**src/assert_macros.svh**
```systemverilog
// assertion macros shared by the route selector rtl
`ifndef ASSERT_MACROS_SVH
`define ASSERT_MACROS_SVH

// clocked assertion, held off while reset is high
`define RBPS_ASSERT_RST(label, clk, rst, prop, msg) \
   label: assert property (@(posedge clk) disable iff (rst) prop) else $error(msg);

// clocked assertion, checked on every edge
`define RBPS_ASSERT_CLK(label, clk, prop, msg) \
   label: assert property (@(posedge clk) prop) else $error(msg);

`endif

```
**src/rbps_pkg.sv**
```systemverilog
// types and constants for the route best path selector
package rbps_pkg;

   localparam int MaxCandidatesDefault = 256;
   localparam int CountWidth = 9;
   localparam int CountLimit = 511;

   // deciding step codes at the ends of the range
   localparam logic [2:0] STEP_ONLY_PATH = 3'd0;
   localparam logic [2:0] STEP_PEER_IP = 3'd6;

   localparam logic [7:0] POSITION_MAX = 8'hFF;

   typedef struct packed {
      logic [31:0] pref;
      logic [7:0]  path_len;
      logic [1:0]  origin;
      logic [31:0] med;
      logic [31:0] router;
      logic [31:0] peer;
   } route_keys_type;

   typedef struct packed {
      logic       wins;
      logic [2:0] shared;
   } cmp_result_type;

endpackage

```
**src/rbps_cmp.sv**
```systemverilog
// six-key lexicographic compare of a candidate against the current best
module rbps_cmp
   import rbps_pkg::*;
(
   input  route_keys_type cand,
   input  route_keys_type best,
   output cmp_result_type result
);

   // first differing key decides, local preference is higher-better
   always_comb begin
      result = '{wins: 1'b0, shared: 3'd6};
      priority if (cand.pref != best.pref) begin
         result = '{wins: cand.pref > best.pref, shared: 3'd0};
      end else if (cand.path_len != best.path_len) begin
         result = '{wins: cand.path_len < best.path_len, shared: 3'd1};
      end else if (cand.origin != best.origin) begin
         result = '{wins: cand.origin < best.origin, shared: 3'd2};
      end else if (cand.med != best.med) begin
         result = '{wins: cand.med < best.med, shared: 3'd3};
      end else if (cand.router != best.router) begin
         result = '{wins: cand.router < best.router, shared: 3'd4};
      end else if (cand.peer != best.peer) begin
         result = '{wins: cand.peer < best.peer, shared: 3'd5};
      end else begin
         result = '{wins: 1'b0, shared: 3'd6};
      end
   end

endmodule

```
**src/rbps_group.sv**
```systemverilog
// per-group winner state and result fields for the route selector
module rbps_group
   import rbps_pkg::*;
#(
   parameter int MAX_CANDIDATES = MaxCandidatesDefault
) (
   input  logic                  clock,
   input  logic                  reset,
   input  logic                  fire,
   input  logic                  last,
   input  route_keys_type        cand,
   output logic [7:0]            best_position,
   output logic [2:0]            deciding_step,
   output logic [CountWidth-1:0] group_count
);

   localparam int CountCapInt =
      (MAX_CANDIDATES < CountLimit) ? MAX_CANDIDATES : CountLimit;
   localparam logic [CountWidth-1:0] CountCap = CountWidth'(CountCapInt);

   route_keys_type        best_ff;
   logic [7:0]            best_pos_ff;
   logic [CountWidth-1:0] seen_ff;
   logic [2:0]            max_shared_ff;

   route_keys_type        best_in;
   logic [7:0]            best_pos_in;
   logic [CountWidth-1:0] seen_in;
   logic [2:0]            max_shared_in;

   cmp_result_type        cmp;
   logic                  empty;
   logic                  take;
   logic [7:0]            pos;
   logic [3:0]            step_sum;

   rbps_cmp u_cmp (
      .cand   (cand),
      .best   (best_ff),
      .result (cmp)
   );

   // candidate position, held at the top once the group runs long
   assign empty = (seen_ff == '0);
   assign take  = empty || cmp.wins;
   assign pos   = (seen_ff > CountWidth'(POSITION_MAX)) ? POSITION_MAX : seen_ff[7:0];

   // updated group state for this beat
   always_comb begin
      best_in     = take ? cand : best_ff;
      best_pos_in = take ? pos : best_pos_ff;
      if (empty) begin
         max_shared_in = 3'd0;
      end else if (cmp.wins) begin
         max_shared_in = cmp.shared;
      end else if (cmp.shared > max_shared_ff) begin
         max_shared_in = cmp.shared;
      end else begin
         max_shared_in = max_shared_ff;
      end
      seen_in = (seen_ff < CountCap) ? seen_ff + CountWidth'(1) : seen_ff;
   end

   // result fields, valid on the closing beat of a group
   always_comb begin
      step_sum = {1'b0, max_shared_in} + 4'd1;
      if (seen_in <= CountWidth'(1)) begin
         deciding_step = STEP_ONLY_PATH;
      end else if (step_sum > {1'b0, STEP_PEER_IP}) begin
         deciding_step = STEP_PEER_IP;
      end else begin
         deciding_step = step_sum[2:0];
      end
      best_position = best_pos_in;
      group_count   = seen_in;
   end

   // control state, cleared at group end
   always_ff @(posedge clock) begin
      if (reset) begin
         seen_ff       <= '0;
         max_shared_ff <= 3'd0;
      end else if (fire) begin
         if (last) begin
            seen_ff       <= '0;
            max_shared_ff <= 3'd0;
         end else begin
            seen_ff       <= seen_in;
            max_shared_ff <= max_shared_in;
         end
      end
   end

   // winner keys, reloaded by the first beat of each group
   always_ff @(posedge clock) begin
      if (fire) begin
         best_ff     <= best_in;
         best_pos_ff <= best_pos_in;
      end
   end

endmodule

```
**src/route_best_path_select.sv**
```systemverilog
// top level of the streaming route best path selector
//
//   channel | prefix | carries
//   --------+--------+-----------------------------------------------
//   input   | req_   | one candidate route per beat, last flag
//   result  | rsp_   | winner position, deciding step, group count
//
// one candidate per clock unless a closing beat stalls; each beat passes
// through the input register and folds into the group state as it leaves
// it, and the closing beat's result is then held in the output register.
// reset clears the valid flags and the group count; no clearing pass.
// a result waiting in the output register stalls only a closing beat;
// other beats keep flowing past it.
module route_best_path_select
   import rbps_pkg::*;
#(
   parameter int MAX_CANDIDATES = MaxCandidatesDefault
) (
   input  logic                  clock,
   input  logic                  reset,
   input  logic                  req_valid,
   output logic                  req_ready,
   input  logic [31:0]           req_local_pref,
   input  logic [7:0]            req_as_path_len,
   input  logic [1:0]            req_origin_code,
   input  logic [31:0]           req_med,
   input  logic [31:0]           req_router_id,
   input  logic [31:0]           req_peer_ip,
   input  logic                  req_last_in_group,
   output logic                  rsp_valid,
   input  logic                  rsp_ready,
   output logic [7:0]            rsp_best_position,
   output logic [2:0]            rsp_deciding_step,
   output logic [CountWidth-1:0] rsp_group_count
);

`include "assert_macros.svh"

   logic                  in_valid_ff;
   route_keys_type        in_keys_ff;
   logic                  in_last_ff;

   logic                  out_valid_ff;
   logic [7:0]            out_pos_ff;
   logic [2:0]            out_step_ff;
   logic [CountWidth-1:0] out_count_ff;

   logic                  fire;
   logic [7:0]            grp_pos;
   logic [2:0]            grp_step;
   logic [CountWidth-1:0] grp_count;

   // stage advances unless a closing beat meets a full output register
   assign fire      = in_valid_ff && (!in_last_ff || !out_valid_ff || rsp_ready);
   assign req_ready = !in_valid_ff || fire;

   // input register valid
   always_ff @(posedge clock) begin
      if (reset) begin
         in_valid_ff <= 1'b0;
      end else if (req_ready) begin
         in_valid_ff <= req_valid;
      end
   end

   // input register payload
   always_ff @(posedge clock) begin
      if (req_valid && req_ready) begin
         in_keys_ff <= '{pref:     req_local_pref,
                         path_len: req_as_path_len,
                         origin:   req_origin_code,
                         med:      req_med,
                         router:   req_router_id,
                         peer:     req_peer_ip};
         in_last_ff <= req_last_in_group;
      end
   end

   rbps_group #(
      .MAX_CANDIDATES (MAX_CANDIDATES)
   ) u_group (
      .clock         (clock),
      .reset         (reset),
      .fire          (fire),
      .last          (in_last_ff),
      .cand          (in_keys_ff),
      .best_position (grp_pos),
      .deciding_step (grp_step),
      .group_count   (grp_count)
   );

   // output register valid
   always_ff @(posedge clock) begin
      if (reset) begin
         out_valid_ff <= 1'b0;
      end else if (fire && in_last_ff) begin
         out_valid_ff <= 1'b1;
      end else if (rsp_ready) begin
         out_valid_ff <= 1'b0;
      end
   end

   // output register payload
   always_ff @(posedge clock) begin
      if (fire && in_last_ff) begin
         out_pos_ff   <= grp_pos;
         out_step_ff  <= grp_step;
         out_count_ff <= grp_count;
      end
   end

   assign rsp_valid         = out_valid_ff;
   assign rsp_best_position = out_pos_ff;
   assign rsp_deciding_step = out_step_ff;
   assign rsp_group_count   = out_count_ff;

   // result checks
   `RBPS_ASSERT_RST(a_step_range, clock, reset, rsp_valid |-> rsp_deciding_step <= STEP_PEER_IP, "deciding step out of range")
   `RBPS_ASSERT_RST(a_count_nonzero, clock, reset, rsp_valid |-> rsp_group_count != '0, "empty group reported")
   `RBPS_ASSERT_RST(a_single_step, clock, reset, rsp_valid |-> ((rsp_group_count <= CountWidth'(1)) == (rsp_deciding_step == STEP_ONLY_PATH)), "step zero does not match a single path")
   `RBPS_ASSERT_RST(a_pos_in_group, clock, reset, rsp_valid |-> CountWidth'(rsp_best_position) < rsp_group_count, "winner position outside group")
   `RBPS_ASSERT_CLK(a_stall_on_full, clock, (!reset && in_valid_ff && in_last_ff && out_valid_ff && !rsp_ready) |-> !req_ready, "closing beat passed a full output")

endmodule

```
**config.mk**
```make
export PLATFORM = sky130hd
export DESIGN_NAME = route_best_path_select
export DESIGN_NICKNAME = d
export VERILOG_FILES = /design/src/rbps_pkg.sv /design/src/rbps_cmp.sv /design/src/rbps_group.sv /design/src/route_best_path_select.sv
export VERILOG_INCLUDE_DIRS = /design/src /design/src/src
export SDC_FILE = /design/constraint.sdc
export NUM_CORES = 1
export LEC_CHECK = 0
export BUFFER_PORTS_ARGS = -buffer_cell sky130_fd_sc_hd__buf_2
export CAP_MARGIN = 20
export CORE_MARGIN = 2
export CORE_UTILIZATION = 44
export CTS_CLUSTER_DIAMETER = 120
export DETAILED_ROUTE_END_ITERATION = 12
export PLACE_DENSITY = 0.7
export SETUP_SLACK_MARGIN = 0.5
export SYNTH_ARGS = -nofsm -noshare
export SYNTH_HDL_FRONTEND = slang
export SYNTH_SLANG_ARGS = --single-unit
```
**constraint.sdc**
```tcl
create_clock -name clock -period 12.5 [get_ports clock]
set_input_delay 1.875 -clock clock [delete_from_list [all_inputs] [get_ports clock]]
set_output_delay 1.875 -clock clock [all_outputs]
set_load 0.1 [all_outputs]
```
==> impl_metrics.ini <==
[worst_hold_path]
hold_depth = 0
min-delay-path-class = flop to flop
min_from = in_keys_ff[73]
whs_endpoint = u_group.best_ff[73]

[drt]
drcViolationCount = 0
drt_iter0_markers = 407
vias_per_cell = 5.053
drt-pass1-iter-count = 5
postRouteAntennaNets = 0
vias = 8090
wl_per_cell_um = 16.00
routed_wl_um = 25610

[global_route]
overflow = 0
grt_pass1_wl_um = 41540
grt_max_degree = 140
antenna_found_initial = 1
first_global_vias = 8323
grt_usage_pct = 15.85

[cts]
clk_pin_slew_ps = 50
cts_made_buffers = 37
cts_hold_buf = 0
cts_buffer_depth = 3
cts_resized = 0
clock_sinks = 319
htreeDepth = 2
clock-root-buffer = clkbuf_16
clk_latency_ps = 530
cts_tree = done
cts_setup_buffers = 0

[yosys]
syn_area_sq_mm = 0.01394
synth_cell_types = 62
async_flop_share_pct = 0
yosys_warnings = 0
ys_seq_elements = 319
synth.avg_cell_area_sq_um = 14.34
seq_area_frac_synth_pct = 67.73
syn_inst = 972
synth_nets = 1260
synth-edff-count = 305
ys.flop_type = edfxtp_1

[worst_setup_path]
r2r.worst_path.cells = 18
critPathKind = primary input to output pin
r2r_end = rsp_deciding_step[0]
start_kind = primary input
crit_required_ps = 10620
crit_fanout = 4
rrSetupSlack_ps = 7970
arrival_ps = 2790
cp-end-kind = output pin
r2r-start = in_keys_ff[132]

[layout]
final_core_util_pct = 52.44
multiInputGateArea_sq_mm = 0.003905
nets = 1461
fillers = 2607
syn_to_final_growth_pct = 18.13
drive_gt1_share_pct = 19.78
layoutNonFillerInstCount = 1601
seq_area_sq_mm = 0.009439

[die]
initial_utilization_pct = 44.39
die_w_um = 182.0
core_sq_mm = 0.03139
die_h_um = 182.0
rows = 65
dieArea_sq_mm = 0.03311
io_pins = 165

[placement]
io_buffers = 164
gp_congestion = 0.7965
pre_cts_ws_ps = 7780
dpl.hpwl_um = 17780
dp.cells = 1535

[sta]
finalSetupViolCount = 0
min_period_over_period_pct = 37.34
setup_tns_ps = 0
fmax_mhz = 214.3
fin_skew_ps = 25.27
setup_ws_ps = 7833
rsz0062_at_grt = no
report.final.slew_viol_count = 0
relSlewSlack_pct = 45.80
hold_viol_final = 0
finalCriticalPeriod_ps = 4667
worst_pin_slew_ps = 813.0

[outcome]
outcome = finished, final reports clean

[power]
irDropWorstVdd_mv = 0.1048
power.total_w = 0.002448
p_leak_nw = 6.847
powerDensity_mw_per_mm2 = 148.7

[job]
maxCapViolations = 0
==> flip-flops by register name, summed over array words and instances, names as in the netlist <==
signal / count
in_valid_ff: 1
rsp_best_position: 8
u_group.max_shared_ff: 3
in_last_ff: 1
u_group.best_pos_ff: 8
u_group.seen_ff: 9
u_group.best_ff: 138
rsp_deciding_step: 3
rsp_group_count: 9
in_keys_ff: 138
rsp_valid: 1
==> cell families after synthesis <==
| family | after synthesis | synth area share, % |
|---|---|---|
| xor+xnor | 8 | 0.5028 |
| mux | 4 | 0.3322 |
| compound gates | 141 | 6.572 |
| simple gates | 193 | 7.470 |
| buf+inv | 162 | 4.372 |
| flops | 319 | 67.73 |
| fa+ha+maj | 145 | 13.02 |
==> synthesized netlist by cell type (2+ instances only) <==
master,count,area [sq um]
a21oi_1,64,320.3
and4_1,2,17.52
nand4_1,30,187.7
nor2b_1,6,37.54
nand3_1,27,135.1
nor4b_1,2,17.52
and2_1,5,31.28
nand4b_1,2,17.52
nand3b_1,2,15.01
nor4_1,7,43.79
a2111oi_2,3,45.04
nor2_1,43,161.4
a21boi_0,4,30.03
nand2b_1,3,18.77
o41ai_1,2,17.52
edfxtp_1,305,9159
o21a_1,2,15.01
mux2i_1,2,20.02
o21ai_1,5,25.02
xnor2_1,7,61.31
a21o_1,8,60.06
ha_1,145,1814
o21bai_1,3,22.52
inv_1,155,581.8
nor3_1,11,55.05
nand2_1,33,123.9
a22oi_1,7,52.55
nor4_2,3,37.54
a31oi_1,2,12.51
o211ai_1,3,22.52
a221oi_1,3,26.28
a211oi_1,4,30.03
or3_1,6,37.54
a2111oi_0,2,17.52
dfxtp_1,14,280.3
nor3b_1,2,15.01
o21ai_0,14,70.07
clkbuf_1,6,22.52
nand4_2,3,37.54
a32o_1,2,20.02
a311oi_1,2,17.52
==> layout make-up <==
type                       instances  share of cell area [%]
clock buffer                      49                   6.027
tap                              402                   3.055
multi-input combinational        491                   23.72
timing repair buffer             169                   5.290
inverter                         155                   3.534
sequential                       319                   57.34
clock inverter                    15                   1.018
antenna                            1                 0.01520
==> layer usage <==
layer | share of wire [%] | vias up | wire length, um | GRT usage, %
li1 | - | 4010 | - | -
met1 | 45 | 3808 | 11470 | 20.83
met2 | 47 | 218 | 11990 | 26.18
met3 | 5.6 | 54 | 1431 | 3.389
met4 | 2.8 | 0 | 718 | 5.516
met5 | 0 | - | 0 | 0
==> how the worst max path moves through the flow <==
stage / to / from / slack, ps / cells after the start
2_1_floorplan: in_keys_ff[0] / rsp_ready / 2900 / 2
3_3_place_gp: u_group.best_ff[76] / in_keys_ff[94] / 7900 / 11
3_5_place_dp: u_group.best_ff[76] / in_keys_ff[94] / 7780 / 11
4_1_cts: u_group.best_ff[106] / in_keys_ff[94] / 7740 / 11
5_1_grt: rsp_deciding_step[0] / in_keys_ff[22] / 7570 / 18
6_report: req_ready / rsp_ready / 7830 / 4
==> layout by cell type (no fill, tap or decap), types with 5 or more instances in the layout <==
cell       instances
edfxtp_1         305
buf_2            164
inv_1            155
ha_1             145
a21oi_1           64
nor2_1            43
clkbuf_16         38
nand2_1           33
nand4_1           30
nand3_1           27
o21ai_0           14
dfxtp_1           14
nor3_1            11
clkbuf_1          11
a21o_1             8
nor4_1             7
a22oi_1            7
xnor2_1            7
nor2b_1            6
or3_1              6
o21ai_1            5
==> critical path, cell delays in order <==
cell	delay (ps)
buf_2	100
nor2b_1	340
nand3_1	160
buf_2	320
==> through the flow <==
| step | cell area (sq um) | hold slack [ps] |
|---|---|---|
| after floorplan | 13940 | 426.4 |
| final | 16460 | 451.3 |
| after detailed placement | 15290 | 439.3 |
| after global placement | 15290 | 434.7 |
| after global routing | 16460 | 468.0 |
| after CTS | 16450 | 448.9 |
==> where the power goes <==
part / internal [W] / switching [W] / total, W
sequential: 0.00123 / 0.0000226 / 0.00126
combinational: 0.0000629 / 0.000101 / 0.000164
clock: 0.000606 / 0.000423 / 0.00103
total: 0.00190 / 0.000546 / 0.00245
Power figures use the tool's default switching activity.
